`config.mk`:
```
export PLATFORM = sky130hd
export DESIGN_NAME = periodic_task_table_scheduler_top
export DESIGN_NICKNAME = d
export VERILOG_FILES = /design/src/rtl/core/ptts_pkg.sv /design/src/rtl/core/periodic_task_table_scheduler_top.sv /design/src/rtl/core/ptts_ctrl.sv /design/src/rtl/core/ptts_dpath.sv
export SDC_FILE = /design/constraint.sdc
export NUM_CORES = 1
export LEC_CHECK = 0
export ABC_AREA = 1
export BUFFER_PORTS_ARGS = -buffer_cell sky130_fd_sc_hd__buf_4
export CAP_MARGIN = 15
export CORE_MARGIN = 1.5
export CORE_UTILIZATION = 55
export DETAILED_ROUTE_END_ITERATION = 12
export PLACE_DENSITY = 0.73
export SETUP_SLACK_MARGIN = 0.1
export SLEW_MARGIN = 20
export SYNTH_ARGS = -nofsm -noshare
export SYNTH_HDL_FRONTEND = slang
export SYNTH_SLANG_ARGS = --single-unit
```
`constraint.sdc`:
```
create_clock -name clk -period 2.57 [get_ports clk]
set_input_delay 0.1285 -clock clk [delete_from_list [all_inputs] [get_ports clk]]
set_output_delay 0.1285 -clock clk [all_outputs]
set_load 0.01 [all_outputs]
```
`src/rtl/core/ptts_pkg.sv`:
```
`timescale 1ns / 1ps
// ----------------------------------------------------------------------------
// ptts_pkg
// Shared types and constants for the periodic task table scheduler.
// ----------------------------------------------------------------------------
package ptts_pkg;

  localparam int NUM_SLOTS_DEF   = 8;
  localparam int PERIOD_BITS_DEF = 16;

  typedef enum logic [1:0] {
    OP_ADD      = 2'd0,
    OP_TICK     = 2'd1,
    OP_DISPATCH = 2'd2,
    OP_NOP      = 2'd3
  } opcode_t;

  localparam logic KIND_ADD      = 1'b0;
  localparam logic KIND_DISPATCH = 1'b1;

  typedef logic [2:0] slot_idx_t;

  typedef struct packed {
    opcode_t     opcode;
    logic        high_priority;
    logic [15:0] period_ticks;
    logic [7:0]  task_ident;
  } in_word_t;

  typedef struct packed {
    logic       result_kind;
    logic       add_ok;
    slot_idx_t  slot_index;
    logic [7:0] dispatched_ident;
    logic       last_of_run;
  } out_word_t;

  // commands from the sequencer to the slot datapath
  typedef struct packed {
    logic load;
    logic add_try;
    logic add_last;
    logic walk;
    logic walk_disp;
  } dp_cmd_t;

endpackage

```
`src/rtl/core/periodic_task_table_scheduler_top.sv`:
```
`timescale 1ns / 1ps
// ----------------------------------------------------------------------------
// periodic_task_table_scheduler_top
// Task slot table with add, tick and dispatch commands.
// ----------------------------------------------------------------------------
// Usage: raise start with a word on in_data while busy is low; the word is
// taken at that edge and busy stays high until the command has finished.
// Opcodes: add claims a slot (lowest free for high priority, highest free
// otherwise) and gives one status word; tick counts down every valid slot
// and gives nothing; dispatch gives one word per pending slot, lowest
// index first, with last_of_run set on the final one.
// Timing: add scans one slot per cycle, status word out on the cycle after
// the free slot is found. Tick and dispatch walk the slot memories one
// slot per cycle through a two-stage read-modify-write, and a dispatched
// word is registered after the second stage. A disabled tick ends at once.
// Results: out_valid pulses for one cycle with out_data; the receiver
// cannot stall, so every word is taken as it appears.
// Configuration: cfg_data is the scheduler enable, written when cfg_valid
// is high (cfg_ready always high); the user must write it only while the
// block is idle, since the block itself does not enforce this.
// Reset: table empty, scheduler disabled, no result pending.
// ----------------------------------------------------------------------------
module periodic_task_table_scheduler_top import ptts_pkg::*; #(
  parameter int NUM_SLOTS   = NUM_SLOTS_DEF,
  parameter int PERIOD_BITS = PERIOD_BITS_DEF
) (
  input  logic      clk,
  input  logic      rst_n,
  input  logic      start,
  output logic      busy,
  input  in_word_t  in_data,
  output logic      out_valid,
  output out_word_t out_data,
  input  logic      cfg_valid,
  output logic      cfg_ready,
  input  logic      cfg_data
);

  localparam int IDX_W = (NUM_SLOTS > 1) ? $clog2(NUM_SLOTS) : 1;

  dp_cmd_t          cmd;
  logic [IDX_W-1:0] idx;
  logic             slot_free;

  assign cfg_ready = 1'b1;

  ptts_ctrl #(
    .NUM_SLOTS (NUM_SLOTS)
  ) u_ctrl (
    .clk           (clk),
    .rst_n         (rst_n),
    .start         (start),
    .opcode        (in_data.opcode),
    .high_priority (in_data.high_priority),
    .cfg_wr        (cfg_valid && cfg_ready),
    .cfg_data      (cfg_data),
    .slot_free     (slot_free),
    .busy          (busy),
    .cmd           (cmd),
    .idx           (idx)
  );

  ptts_dpath #(
    .NUM_SLOTS   (NUM_SLOTS),
    .PERIOD_BITS (PERIOD_BITS)
  ) u_dpath (
    .clk       (clk),
    .rst_n     (rst_n),
    .cmd       (cmd),
    .idx       (idx),
    .in_data   (in_data),
    .slot_free (slot_free),
    .out_valid (out_valid),
    .out_data  (out_data)
  );

endmodule

```
`src/rtl/core/ptts_ctrl.sv`:
```
`timescale 1ns / 1ps
// ----------------------------------------------------------------------------
// ptts_ctrl
// Sequencer: decodes a word, walks the slot index and holds the enable bit.
// ----------------------------------------------------------------------------
module ptts_ctrl import ptts_pkg::*; #(
  parameter int NUM_SLOTS = NUM_SLOTS_DEF,
  localparam int IDX_W = (NUM_SLOTS > 1) ? $clog2(NUM_SLOTS) : 1
) (
  input  logic             clk,
  input  logic             rst_n,
  input  logic             start,
  input  opcode_t          opcode,
  input  logic             high_priority,
  input  logic             cfg_wr,
  input  logic             cfg_data,
  input  logic             slot_free,
  output logic             busy,
  output dp_cmd_t          cmd,
  output logic [IDX_W-1:0] idx
);

  localparam logic [IDX_W-1:0] IDX_LAST = IDX_W'(NUM_SLOTS - 1);

  typedef enum logic [3:0] {
    ST_IDLE  = 4'b0001,
    ST_ADD   = 4'b0010,
    ST_WALK  = 4'b0100,
    ST_DRAIN = 4'b1000
  } state_t;

  state_t           state_r, state_nxt;
  logic [IDX_W-1:0] idx_r, idx_nxt;
  logic             hi_pri_r, hi_pri_nxt;
  logic             disp_r, disp_nxt;
  logic             enabled_r;
  logic             add_last;

  assign busy = (state_r != ST_IDLE);
  assign idx  = idx_r;
  assign add_last = hi_pri_r ? (idx_r == IDX_LAST) : (idx_r == '0);

  always_comb begin
    state_nxt     = state_r;
    idx_nxt       = idx_r;
    hi_pri_nxt    = hi_pri_r;
    disp_nxt      = disp_r;
    cmd           = '0;
    unique case (state_r)
      ST_IDLE: begin
        cmd.load = start;
        if (start) begin
          unique case (opcode)
            OP_ADD: begin
              state_nxt  = ST_ADD;
              hi_pri_nxt = high_priority;
              idx_nxt    = high_priority ? '0 : IDX_LAST;
            end
            OP_TICK: begin
              if (enabled_r) begin
                state_nxt = ST_WALK;
                idx_nxt   = '0;
                disp_nxt  = 1'b0;
              end
            end
            OP_DISPATCH: begin
              state_nxt = ST_WALK;
              idx_nxt   = '0;
              disp_nxt  = 1'b1;
            end
            default: ;
          endcase
        end
      end
      ST_ADD: begin
        cmd.add_try  = 1'b1;
        cmd.add_last = add_last;
        if (slot_free || add_last) begin
          state_nxt = ST_IDLE;
        end else if (hi_pri_r) begin
          idx_nxt = idx_r + 1'b1;
        end else begin
          idx_nxt = idx_r - 1'b1;
        end
      end
      ST_WALK: begin
        cmd.walk      = 1'b1;
        cmd.walk_disp = disp_r;
        if (idx_r == IDX_LAST) begin
          state_nxt = ST_DRAIN;
        end else begin
          idx_nxt = idx_r + 1'b1;
        end
      end
      ST_DRAIN: begin
        // last slot still in the second stage
        state_nxt = ST_IDLE;
      end
      default: state_nxt = ST_IDLE;
    endcase
  end

  always_ff @(posedge clk) begin
    if (!rst_n) begin
      state_r   <= ST_IDLE;
      idx_r     <= '0;
      hi_pri_r  <= 1'b0;
      disp_r    <= 1'b0;
      enabled_r <= 1'b0;
    end else begin
      state_r  <= state_nxt;
      idx_r    <= idx_nxt;
      hi_pri_r <= hi_pri_nxt;
      disp_r   <= disp_nxt;
      if (cfg_wr) begin
        enabled_r <= cfg_data;
      end
    end
  end

endmodule

```
`src/rtl/core/ptts_dpath.sv`:
```
`timescale 1ns / 1ps
// ----------------------------------------------------------------------------
// ptts_dpath
// Slot table: period, countdown and id memories, valid and pending flags,
// two-stage read-modify-write walk and the result register.
// ----------------------------------------------------------------------------
module ptts_dpath import ptts_pkg::*; #(
  parameter int NUM_SLOTS   = NUM_SLOTS_DEF,
  parameter int PERIOD_BITS = PERIOD_BITS_DEF,
  localparam int IDX_W = (NUM_SLOTS > 1) ? $clog2(NUM_SLOTS) : 1
) (
  input  logic             clk,
  input  logic             rst_n,
  input  dp_cmd_t          cmd,
  input  logic [IDX_W-1:0] idx,
  input  in_word_t         in_data,
  output logic             slot_free,
  output logic             out_valid,
  output out_word_t        out_data
);

  logic [PERIOD_BITS-1:0] per_mem [NUM_SLOTS];
  logic [PERIOD_BITS-1:0] cnt_mem [NUM_SLOTS];
  logic [7:0]             id_mem  [NUM_SLOTS];

  logic [NUM_SLOTS-1:0]   valid_r;
  logic [NUM_SLOTS-1:0]   pend_r;

  logic [PERIOD_BITS-1:0] per_q_r;
  logic [7:0]             id_q_r;

  logic [PERIOD_BITS-1:0] rd_per_r;
  logic [PERIOD_BITS-1:0] rd_cnt_r;
  logic [7:0]             rd_id_r;

  logic                   s1_vld_r;
  logic                   s1_disp_r;
  logic [IDX_W-1:0]       s1_idx_r;

  logic                   out_vld_r, out_vld_nxt;
  out_word_t              out_data_r, out_data_nxt;

  logic                   add_wr;
  logic                   s1_slot;
  logic                   tick_act;
  logic                   disp_emit;
  logic [PERIOD_BITS-1:0] cnt_dec;
  logic                   cnt_wr;
  logic [PERIOD_BITS-1:0] cnt_wdata;
  logic                   tick_pend;
  logic [NUM_SLOTS-1:0]   vp;
  logic [NUM_SLOTS-1:0]   vp_above;
  logic [IDX_W-1:0]       cnt_addr;

  assign slot_free = ~valid_r[idx];
  assign add_wr    = cmd.add_try && slot_free;

  assign s1_slot   = s1_vld_r && valid_r[s1_idx_r];
  assign tick_act  = s1_slot && !s1_disp_r;
  assign disp_emit = s1_slot && s1_disp_r && pend_r[s1_idx_r];

  // countdown update for one slot, or its initial load on an add
  always_comb begin
    cnt_dec   = rd_cnt_r - PERIOD_BITS'(1);
    cnt_wr    = 1'b0;
    cnt_wdata = cnt_dec;
    tick_pend = 1'b0;
    if (tick_act) begin
      if (rd_cnt_r != '0) begin
        cnt_wr = 1'b1;
        if (cnt_dec == '0) begin
          tick_pend = 1'b1;
          cnt_wdata = rd_per_r;
        end
      end else if (rd_per_r == '0) begin
        tick_pend = 1'b1;
      end
    end
    if (add_wr) begin
      cnt_wr    = 1'b1;
      cnt_wdata = per_q_r;
    end
  end

  assign cnt_addr = add_wr ? idx : s1_idx_r;

  // anything still pending above the slot being sent
  assign vp       = valid_r & pend_r;
  assign vp_above = (vp >> s1_idx_r) >> 1;

  always_comb begin
    out_vld_nxt  = 1'b0;
    out_data_nxt = out_data_r;
    if (cmd.add_try && (slot_free || cmd.add_last)) begin
      out_vld_nxt                   = 1'b1;
      out_data_nxt.result_kind      = KIND_ADD;
      out_data_nxt.add_ok           = slot_free;
      out_data_nxt.slot_index       = slot_free ? slot_idx_t'(idx) : '0;
      out_data_nxt.dispatched_ident = '0;
      out_data_nxt.last_of_run      = 1'b1;
    end else if (disp_emit) begin
      out_vld_nxt                   = 1'b1;
      out_data_nxt.result_kind      = KIND_DISPATCH;
      out_data_nxt.add_ok           = 1'b0;
      out_data_nxt.slot_index       = slot_idx_t'(s1_idx_r);
      out_data_nxt.dispatched_ident = rd_id_r;
      out_data_nxt.last_of_run      = (vp_above == '0);
    end
  end

  always_ff @(posedge clk) begin
    if (add_wr) begin
      per_mem[idx] <= per_q_r;
    end
    rd_per_r <= per_mem[idx];
  end

  always_ff @(posedge clk) begin
    if (cnt_wr) begin
      cnt_mem[cnt_addr] <= cnt_wdata;
    end
    rd_cnt_r <= cnt_mem[idx];
  end

  always_ff @(posedge clk) begin
    if (add_wr) begin
      id_mem[idx] <= id_q_r;
    end
    rd_id_r <= id_mem[idx];
  end

  always_ff @(posedge clk) begin
    if (add_wr) begin
      pend_r[idx] <= 1'b0;
    end else if (tick_pend) begin
      pend_r[s1_idx_r] <= 1'b1;
    end else if (disp_emit && (rd_per_r != '0)) begin
      pend_r[s1_idx_r] <= 1'b0;
    end
  end

  always_ff @(posedge clk) begin
    if (cmd.load) begin
      per_q_r <= PERIOD_BITS'(in_data.period_ticks);
      id_q_r  <= in_data.task_ident;
    end
    s1_disp_r  <= cmd.walk_disp;
    s1_idx_r   <= idx;
    out_data_r <= out_data_nxt;
  end

  always_ff @(posedge clk) begin
    if (!rst_n) begin
      valid_r   <= '0;
      s1_vld_r  <= 1'b0;
      out_vld_r <= 1'b0;
    end else begin
      if (add_wr) begin
        valid_r[idx] <= 1'b1;
      end
      s1_vld_r  <= cmd.walk;
      out_vld_r <= out_vld_nxt;
    end
  end

  assign out_valid = out_vld_r;
  assign out_data  = out_data_r;

endmodule

```
==> results of run 1 <==
## metrics by stage
step | hold WS [ns] | power [mW] | util, % | instance area, sq um
5_1_grt | 0.1047 | 20.70 | 66.39 | 19680
3_5_place_dp | 0.3078 | 13.75 | 60.45 | 17920
4_1_cts | 0.07751 | 19.78 | 66.17 | 19610
3_3_place_gp | 0.3065 | 13.66 | 60.45 | 17920
6_report | 0.1031 | 19.85 | 66.39 | 19680
2_1_floorplan | 0.2133 | 12.04 | - | 16620
## worst max path at each step
stage	to	cells after the start	startpoint
final	flop	14	u_dpath.rd_cnt_r[2]
after CTS	flop	16	u_dpath.rd_cnt_r[0]
after floorplan	u_dpath.id_mem[0][0]	12	u_ctrl.idx[2]
after detailed placement	u_dpath.cnt_mem[7][0]	15	u_dpath.rd_cnt_r[0]
after global routing	flop	14	u_dpath.rd_cnt_r[2]
after global placement	u_dpath.cnt_mem[7][0]	15	u_dpath.rd_cnt_r[0]
## cells in the final DEF (no fill, tap or decap), drive strengths merged
master / netlist / layout
clkinvlp: 0 / 4
o31ai: 3 / 3
o21a: 1 / 1
buf: 20 / 103
o22ai: 2 / 2
a31oi: 3 / 3
o211ai: 4 / 4
a22o: 32 / 32
o21ai: 31 / 31
nor3: 9 / 9
inv: 99 / 101
clkinv: 0 / 10
a311oi: 1 / 1
xor2: 2 / 2
ha: 10 / 10
nand3b: 4 / 4
o2111ai: 1 / 1
a21oi: 22 / 22
conb: 1 / 1
a221oi: 31 / 31
nand2: 273 / 273
clkbuf: 30 / 61
nor2: 132 / 132
a22oi: 47 / 47
nand3: 67 / 67
a32o: 1 / 1
or2: 14 / 14
nor4: 2 / 2
dlygate4sd3: 0 / 30
bufinv: 0 / 1
dfxtp: 74 / 74
nand4: 43 / 43
edfxtp: 356 / 356
## logic make-up (layout without fill, tap and decap cells)
| group | count (synthesis) | count (layout) | share of synthesized area, % |
|---|---|---|---|
| other | 1 | 1 | 0.02259 |
| and+or+nand+nor | 544 | 544 | 14.25 |
| buffers and inverters | 149 | 310 | 3.746 |
| adders and majority gates | 10 | 10 | 0.7537 |
| xor gates and xnor gates | 2 | 2 | 0.1055 |
| DFF | 430 | 430 | 73.32 |
| AOI/OAI and AO/OA | 179 | 179 | 7.794 |
## routing by layer
layer / up-vias / GRT usage, % / wire length [um]
met4: 0 / 8.510 / 1155
li1: 4977 / - / -
met2: 425 / 40.93 / 18420
met3: 80 / 3.866 / 2763
met5: - / 0 / 0
met1: 5184 / 35.57 / 16640
## state kept, by name (all words and copies together) (netlist names), 3 cells and up, named ones only
signal and flops:
u_ctrl.idx 3, u_ctrl.state_r 4, u_dpath.cnt_mem 128, u_dpath.id_mem 64, u_dpath.id_q_r 8, u_dpath.out_data 14, u_dpath.per_mem 128, u_dpath.per_q_r 16
u_dpath.rd_cnt_r 16, u_dpath.rd_id_r 8, u_dpath.rd_per_r 16, u_dpath.s1_idx_r 3, u_dpath.valid_r 8
## cell type report
| class | instances | share of cell area (%) |
|---|---|---|
| clock inverter | 17 | 0.8202 |
| inverter | 99 | 1.914 |
| sequential | 430 | 61.92 |
| timing repair buffer | 133 | 6.791 |
| tap | 390 | 2.480 |
| clock buffer | 61 | 6.212 |
| multi-input combinational | 736 | 19.86 |
## power groups by stage
stage	sequential (mW)	combinational, mW	clock, mW
final	9.65	4.20	6.01
after global routing	9.71	4.63	6.36
after CTS	9.60	4.11	6.07
after detailed placement	9.73	4.02	0
after global placement	9.72	3.94	0
after floorplan	9.42	2.62	0
## worst min-delay path: stages
cell	delay [ns]
buf_4	0.12
ha_1	0.19
nand3_1	0.09
a21oi_1	0.07
## what timing repair did
action | in CTS | in global routing
resized for setup | 4 | 26
buffers inserted | 0 | 1
pin swaps | 0 | 0
endpoints found under the hold margin | 30 | 0
endpoints found under the setup margin | 100 | 440
hold buffers | 30 | 0
==> impl_metrics.tcl, run 1 <==
set metrics [dict create \
    outcome "completed" \
    setup_slack_ns 0.2169 \
    syn_area_sq_um 16600 \
    post-synth-top-count-cell "edfxtp_1" \
    crit_path_end_kind "flop" \
    cts.clk_slew.worst_paths_ns 0.06 \
    fp.dieH_um 176.7 \
    path_buf_inv 1 \
    synth_commonest_cells "edfxtp_1, nand2_1, nor2_1, inv_1, dfxtp_1" \
    core_area_sq_um 29640 \
    cts.sink_count 430 \
    switchingPower_mw 6.115 \
    yosys.area.top_type "edfxtp_1" \
    path_common_cell "nand2_1" \
    power_frac_comb_pct 21.2 \
    path_max_fanout 15 \
    period_needed_ns 2.353 \
    fmax_ghz 0.4250 \
    drc 0 \
    worstSetupStartpointType "flop" \
    n_antenna_cell 0 \
    die_width_um 176.7 \
    max_slew_margin_pct 57.45 \
    grt_pass1_wl_mm 59.10 \
    holdPathStages 4 \
    ff_latch_area_sq_um 12180 \
    hpwl_mm 22.95 \
    ys_seq_area_share_pct 73.32 \
    setup_viol 0 \
    crit_path_max_incr_delay_ns 0.38 \
    core.rowCount 63 \
    grt_usage_pct 25.37 \
    h-tree-depth 2 \
    setup_tns_ns 0 \
    synth_top_area_share_pct 64.40 \
    r2r_cells 14 \
    synth.avg_cell_area_sq_um 12.62 \
    synth_edf_count 356 \
    whs_endpoint "u_ctrl.disp_r" \
    cp_slowest_cell "dfxtp_1" \
    grt.overflow.total 0 \
    worstHoldStart "in_data[26]" \
    area_growth_pct 18.54 \
    power_density_nw_per_um2 1009 \
    wl_per_cell_um 20.89 \
    cts.path.max_buffers 3 \
    dieArea_sq_um 31230 \
    fin_cells 1866 \
    layout-drive-gt1-share_pct 16.19 \
    power_leakage_nw 7.216 \
    gp_congestion 0.9463 \
    hp-class "in -> reg" \
    postRouteAntennaNets 0 \
    cts_tree "done" \
    cts_buffers 42 \
    clockRootBuffer "clkbuf_16" \
    pwr-share-clk_pct 30.3 \
    crit_chain "nor2_1 -> nand2_1 -> nor2_4 -> nand2_1 -> nand2_1 -> nand2_1 -> nor2_2 -> nand2_1 -> nor2_2 -> buf_12 -> nand2_1 -> nand3_4 -> nand2_1 -> nand2_1" \
    wirelength_mm 38.98 \
    ys_types 44 \
    reg2reg_from "u_dpath.rd_cnt_r[2]" \
    hold_viol 0 \
    critical-path-top-delay-family "simple AND/OR/NAND/NOR gates" \
    cap_viol_max_count 0 \
    vias 10670 \
    grt_pass1_vias 10350 \
    max-vdd-ir-drop_mv 0.8161 \
    worst_slew_pin_slew_ns 0.6324 \
    clk_latency_ns 0.55 \
    p_sw_share_pct 30.80 \
    nets 1484 \
    placed_cells 1757 \
    multi_input_area_sq_um 3909 \
    synthTopCellsByArea "edfxtp_1, dfxtp_1, nand2_1, nor2_1, a22oi_1" \
    arrival_ns 2.60 \
    ys.warnings.count 0 \
    reg2reg_slack_ns 0.22 \
    ys.flop_type "edfxtp_1" \
    rsz0062_at_grt "yes" \
    viasPerCell 5.716 \
    min_period_over_period_pct 91.56 \
    drt_first_iter_violations 970 \
    intPower_mw 13.74 \
    io_buffers 47 \
    mappedNetlistNets 1357 \
    fin_skew_ns 0.02302 \
    sequentialPowerShare_pct 48.6 \
    worstPathRequired_ns 2.82 \
    slew_violations 0 \
    initial_utilization_pct 56.01 \
    dr.pass1.iters 5 \
    grt_max_degree 41 \
    antenna_found_initial 0 \
    ios 49 \
    critPathKind "reg -> reg" \
    synth_cells 1315 \
    dp_worst_setup_slack_ns -0.02333 \
    async_reset_ff_share_pct 0 \
    fill_cells 2165 \
    synth.ff_latch_count 430 \
]
Note: power is estimated with default switching activity, not from simulation.
==> run 2, diff against run 1 <==
--- a/config.mk
+++ b/config.mk
@@ -8,7 +8,6 @@
 export ABC_AREA = 1
 export BUFFER_PORTS_ARGS = -buffer_cell sky130_fd_sc_hd__buf_4
 export CAP_MARGIN = 15
-export CORE_MARGIN = 1.5
 export CORE_UTILIZATION = 55
 export DETAILED_ROUTE_END_ITERATION = 12
 export PLACE_DENSITY = 0.73
==> constraint.sdc (replaced) <==
create_clock -name clk -period 2.57 [get_ports clk]
set_input_delay 0.514 -clock clk [delete_from_list [all_inputs] [get_ports clk]]
set_output_delay 0.514 -clock clk [all_outputs]
set_load 0.01 [all_outputs]
==> run 2 against run 1 <==
Against the previous run:
- first-iteration DRC count shrank 9.0%
- critical path depth is the same
- highest routed layer unchanged
- flip-flop and latch count is the same
- via count shrank 0.21%
- setup slack gained 0.014 ns
- combinational power is essentially flat
- worst hold slack gained 0.033 ns
- wire length shrank 0.36%
- global-route usage grew 0.34 points
- utilization shrank 0.76 points
- largest power group unchanged
- count of clock-buffer cells in the layout shrank 6
==> impl_metrics.tcl, run 2 (synthesized netlist as in run 1, its figures left out) <==
set metrics [dict create \
    dr.pass1.iters 5 \
    setup_tns_ns 0 \
    crit_path_end_kind "flop" \
    postCtsHoldBufs 0 \
    cp_slowest_cell "dfxtp_1" \
    crit_path_max_incr_delay_ns 0.34 \
    path_max_fanout 15 \
    clockRootBuffer "clkbuf_16" \
    cts_tree "done" \
    worst_slew_pin_slew_ns 0.6447 \
    switchingPower_mw 6.121 \
    p_sw_share_pct 30.49 \
    hpwl_mm 23.55 \
    cts.path.max_buffers 3 \
    final_cell_mix "edfxtp_1, nand2_1, nor2_1, buf_4, inv_1" \
    grt_usage_pct 25.71 \
    place_area_sq_um 17900 \
    area_growth_pct 17.19 \
    cts.sink_count 430 \
    fill_cells 2139 \
    grt.overflow.total 0 \
    outcome "completed" \
    worstSetupStartpoint "u_dpath.rd_cnt_r[6]" \
    reg2reg_from "u_dpath.rd_cnt_r[6]" \
    nets 1462 \
    core_area_sq_um 29640 \
    drc 0 \
    fmax_ghz 0.4274 \
    postRouteAntennaNets 0 \
    critPathKind "reg -> reg" \
    path_common_cell "nand2_1" \
    wl_per_cell_um 21.06 \
    grt_pass1_vias 10430 \
    max_slew_margin_pct 57.02 \
    gp_congestion 0.9323 \
    largestRegisters "u_dpath.cnt_mem x128, u_dpath.per_mem x128, u_dpath.id_mem x64" \
    grt_max_degree 41 \
    clk_latency_ns 0.56 \
    layout-drive-gt1-share_pct 17.26 \
    fin_skew_ns 0.02323 \
    die_width_um 175.7 \
    worstHoldStart "in_data[14]" \
    worstSetupStartpointType "flop" \
    core.rowCount 63 \
    min_period_over_period_pct 91.03 \
    vias 10640 \
    max-vdd-ir-drop_mv 0.7363 \
    finish.utilization_pct 65.63 \
    initial_utilization_pct 56.01 \
    antenna_found_initial 0 \
    rsz0062_at_grt "no" \
    io_buffers 47 \
    ios 49 \
    cts_buffers 43 \
    power_frac_comb_pct 20.9 \
    power_leakage_nw 7.129 \
    cts.clk_slew.worst_paths_ns 0.06 \
    intPower_mw 13.95 \
    dieArea_sq_um 30880 \
    cap_viol_max_count 0 \
    period_needed_ns 2.340 \
    fp.dieH_um 175.7 \
    slew_violations 0 \
    setup_viol 0 \
    dp_worst_setup_slack_ns -0.08381 \
    drt_first_iter_violations 883 \
    grt_pass1_wl_mm 59.18 \
    h-tree-depth 2 \
    arrival_ns 2.61 \
    critical-path-top-delay-family "simple AND/OR/NAND/NOR gates" \
    pwr-share-clk_pct 31.0 \
    postLayoutCellArea_sq_um 19450 \
    n_antenna_cell 0 \
    wirelength_mm 38.84 \
    hp-class "in -> reg" \
    power_density_nw_per_um2 1032 \
    crit_chain "nor2_2 -> nand2_2 -> nor2_4 -> nand2_1 -> nand2_1 -> nand2_1 -> nor2_2 -> nand2_1 -> nor2_2 -> buf_12 -> nand2_1 -> nand3_4 -> nand2_1 -> nand2_1" \
    final_common_cell "edfxtp_1" \
    viasPerCell 5.772 \
    hold_viol 0 \
    worstPathRequired_ns 2.85 \
    sequentialPowerShare_pct 48.1 \
    path_buf_inv 1 \
    setup_slack_ns 0.2305 \
]
-- run 2: metrics by stage --
step / hold slack, ns / std cells / power [mW]
2_1_floorplan: 0.3550 / 1315 / 12.04
3_3_place_gp: 0.4372 / 1761 / 13.65
3_5_place_dp: 0.4370 / 1761 / 13.75
4_1_cts: 0.1170 / 1840 / 19.98
5_1_grt: 0.1230 / 1844 / 20.96
6_report: 0.1357 / 1844 / 20.08
-- run 2: worst paths after layout --
kind,slack [ns],endpoint,depth (start not counted)
worst min register to register,0.43,u_dpath.s1_idx_r[0],0
worst max-delay path,0.23,flop,14
worst min-delay path,0.14,u_dpath.per_q_r[6],1
worst max register to register,0.23,flop,14
-- run 2: layout make-up --
class	count	area, sq um	share of cell area [%]
multi-input cells	736	3939	20.25
flip-flops and latches	430	12180	62.64
inverters	99	376.6	1.936
well taps	390	488.0	2.509
clock buffers	55	1171	6.020
clock inverters	24	254.0	1.306
repair buffers	110	1040	5.345
-- run 2: repair_timing --
action	CTS	global route
setup endpoints to repair	155	382
pin swaps	0	7
setup buffers	0	3
gates cloned	0	1
resized for setup	7	36
-- run 2: routing by layer --
layer	GRT usage [%]	vias to the layer above	part of all wire, %
met4	7.790	0	2.2
met1	35.51	5264	43
met5	0	-	0
met3	3.723	69	6.5
li1	-	4940	-
met2	42.42	371	48
-- run 2: power by group through the flow --
stage	Sequential [mW]	Clock, mW	Combinational [mW]
after floorplan	9.42	0	2.62
final	9.66	6.22	4.20
after global placement	9.73	0	3.92
after CTS	9.62	6.30	4.06
after global routing	9.73	6.59	4.63
after detailed placement	9.75	0	4.00
==> run 3, diff against run 2 <==
--- a/config.mk
+++ b/config.mk
@@ -5,7 +5,6 @@
 export SDC_FILE = /design/constraint.sdc
 export NUM_CORES = 1
 export LEC_CHECK = 0
-export ABC_AREA = 1
 export BUFFER_PORTS_ARGS = -buffer_cell sky130_fd_sc_hd__buf_4
 export CAP_MARGIN = 15
 export CORE_UTILIZATION = 55
==> run 3 against run 2 <==
Against the previous run:
- sequential share of layout area down 3.1 points
- register-to-register slack worse by 0.20 ns
- first-iteration DRC count up 46%
- critical path type unchanged
- clock power down 1%
- sequential power about the same
- largest power group unchanged
==> impl_metrics.tcl, run 3 <==
set metrics [dict create \
    slew_violations 0 \
    hp-class "in -> reg" \
    layout-drive-gt1-share_pct 27.05 \
    cap_viol_max_count 0 \
    ys.warnings.count 0 \
    nets 1312 \
    power_density_nw_per_um2 1031 \
    synth.ff_latch_count 430 \
    dr.pass1.iters 6 \
    wirelength_mm 41.48 \
    synth_edf_count 356 \
    core.rowCount 63 \
    clk_latency_ns 0.55 \
    rsz0062_at_grt "yes" \
    final_common_cell "edfxtp_1" \
    synthXorXnorAreaFrac_pct 0.7876 \
    n_antenna_cell 0 \
    ys_seq_area_share_pct 72.97 \
    async_reset_ff_share_pct 0 \
    crit_chain "or4b_1 -> o21ai_1 -> a32oi_2 -> nor4_4 -> buf_6 -> buf_12 -> nand4_1 -> a31oi_4" \
    synth.avg_cell_area_sq_um 14.88 \
    worstPathRequired_ns 2.90 \
    fin_cells 1695 \
    intPower_mw 14.66 \
    wl_per_cell_um 24.47 \
    max_slew_margin_pct 33.36 \
    initial_utilization_pct 56.13 \
    worst_slew_pin_slew_ns 0.9996 \
    worstSetupStartpointType "flop" \
    drc 0 \
    placed_cells 1600 \
    synthAdderAreaFrac_pct 0.7501 \
    hpwl_mm 24.95 \
    switchingPower_mw 6.448 \
    mappedNetlistNets 1163 \
    largestRegisters "u_dpath.cnt_mem x128, u_dpath.per_mem x128, u_dpath.id_mem x64" \
    arrival_ns 2.87 \
    grt.overflow.total 0 \
    cts_tree "done" \
    cts.path.max_buffers 3 \
    reg2reg_slack_ns 0.03 \
    fin_skew_ns 0.02274 \
    viasPerCell 6.313 \
    grt_pass1_vias 10430 \
    cts.clk_slew.worst_paths_ns 0.06 \
    synthTopCellsByArea "edfxtp_1, dfxtp_1, a22oi_1, mux2i_1, nor2_1" \
    yosys.area.top_type "edfxtp_1" \
    place_area_sq_um 18590 \
    crit_path_end_kind "flop" \
    fill_cells 1937 \
    syn_area_sq_um 16680 \
    max-vdd-ir-drop_mv 0.6634 \
    critPathKind "reg -> reg" \
    post-synth-top-count-cell "edfxtp_1" \
    clockRootBuffer "clkbuf_16" \
    synth_compound_area_share_pct 11.33 \
    area_growth_pct 22.70 \
    path_max_fanout 8 \
    period_needed_ns 2.539 \
    antenna_found_initial 0 \
    drt_first_iter_violations 1290 \
    synthMuxAreaShare_pct 3.563 \
    grt_max_degree 36 \
    synthSimpleGateAreaFrac_pct 8.513 \
    synth_top_family_by_area "compound AO/OA/AOI/OAI gates" \
    io_buffers 47 \
    gp_congestion 0.9399 \
    cts.sink_count 430 \
    dieArea_sq_um 31030 \
    hold_viol 0 \
    pwr-share-clk_pct 29.2 \
    cp_slowest_cell "or4b_1" \
    core_area_sq_um 29720 \
    synth_cells 1121 \
    postRouteAntennaNets 0 \
    ios 49 \
    synth_commonest_cells "edfxtp_1, a22oi_1, dfxtp_1, nor2_1, clkbuf_1" \
    outcome "completed" \
    power_leakage_nw 6.858 \
    grt_pass1_wl_mm 61.89 \
    postLayoutCellArea_sq_um 20470 \
    crit_path_max_incr_delay_ns 0.52 \
    min_period_over_period_pct 98.78 \
    vias 10700 \
    synth_top_area_share_pct 64.09 \
    postCtsHoldBufs 0 \
    final_cell_mix "edfxtp_1, buf_4, a22oi_1, dfxtp_1, nor2_1" \
    ys.flop_type "edfxtp_1" \
    fmax_ghz 0.3939 \
    p_sw_share_pct 30.55 \
    fp.dieH_um 176.2 \
    power_frac_comb_pct 25.2 \
    h-tree-depth 2 \
    setup_viol 0 \
    sequentialPowerShare_pct 45.6 \
    cts_buffers 43 \
    grt_usage_pct 27.10 \
    ys_types 70 \
    die_width_um 176.2 \
]
[run 3: cell types whose count changed after synthesis, moves of 15 or more]
cell / delta
clkbuf_1: +21
nand3_1: -37
mux2i_1: +38
a31oi_1: +15
a22o_1: -25
nand2_1: -229
a22oi_1: +52
nor2_1: -49
inv_1: -79
[run 3: path summary, 6_finish.rpt]
path	startpoint	endpoint	cells past startpoint
max	u_dpath.rd_cnt_r[1]	u_dpath.cnt_mem[0][7]	8
min	in_data[1]	u_dpath.id_q_r[1]	1
max reg2reg	u_dpath.rd_cnt_r[1]	u_dpath.cnt_mem[0][7]	8
min reg2reg	u_ctrl.idx[2]	u_dpath.s1_idx_r[2]	0
[run 3: timing repair]
item                       in CTS  in global routing
setup endpoints to repair     245                320
setup buffers                   8                  5
resized for setup              20                 40
gates cloned                    0                  2
pin swaps                       7                 21
[run 3: per-stage QoR]
| step | TNS, ns | setup slack, ns | util [%] | total power [mW] | hold WS (ns) |
|---|---|---|---|---|---|
| 3_5_place_dp | -2.774 | -0.1878 | 62.54 | 14.57 | 0.4378 |
| 6_report | 0 | 0.03142 | 68.88 | 21.11 | 0.1366 |
| 3_3_place_gp | -0.9008 | -0.09291 | 62.54 | 14.49 | 0.4339 |
| 2_1_floorplan | 0 | 0.008528 | - | 12.50 | 0.3537 |
| 4_1_cts | 0 | 0.08795 | 67.98 | 20.87 | 0.1205 |
| 5_1_grt | -0.2261 | -0.02863 | 68.88 | 21.85 | 0.1315 |
[run 3: logic make-up after synthesis]
| group | count (synthesis) |
|---|---|
| adder cells (fa/ha/maj) | 10 |
| multiplexers | 54 |
| XOR/XNOR | 15 |
| buffers and inverters | 84 |
| other | 1 |
| AND/OR/NAND/NOR | 269 |
| AO/OA/AOI/OAI | 258 |
| flip-flops | 430 |
[run 3: final cells by class]
class | count | area [sq um] | area share (%)
Clock buffer | 60 | 1201 | 5.868
Clock inverter | 20 | 207.7 | 1.015
Inverter | 13 | 52.55 | 0.2567
Multi-Input combinational cell | 608 | 4800 | 23.45
Sequential cell | 430 | 12180 | 59.51
Tap cell | 390 | 488.0 | 2.384
Timing Repair Buffer | 174 | 1539 | 7.519
[run 3: power by group through the flow]
stage / logic, mW / clock network, mW / registers (mW)
floorplan: 3.10 / 0 / 9.40
global placement: 4.78 / 0 / 9.71
detailed placement: 4.85 / 0 / 9.72
CTS: 5.06 / 6.22 / 9.58
global route: 5.70 / 6.47 / 9.68
finish: 5.32 / 6.16 / 9.63
[run 3: worst max-delay path: cells and delay by family (launching register included)]
kind | cells | cell delay (ns)
AND/OR/NAND/NOR | 3 | 1.06
AO/OA/AOI/OAI | 3 | 0.61
flip-flops | 1 | 0.34
buffers and inverters | 2 | 0.30
[run 3: layer usage]
| metal | wire [um] | up-vias | global-route usage [%] |
|---|---|---|---|
| met5 | 0 | - | 0 |
| li1 | - | 4762 | - |
| met4 | 1473 | 0 | 11.01 |
| met3 | 3109 | 92 | 4.199 |
| met1 | 17380 | 5317 | 37.73 |
| met2 | 19510 | 529 | 42.93 |
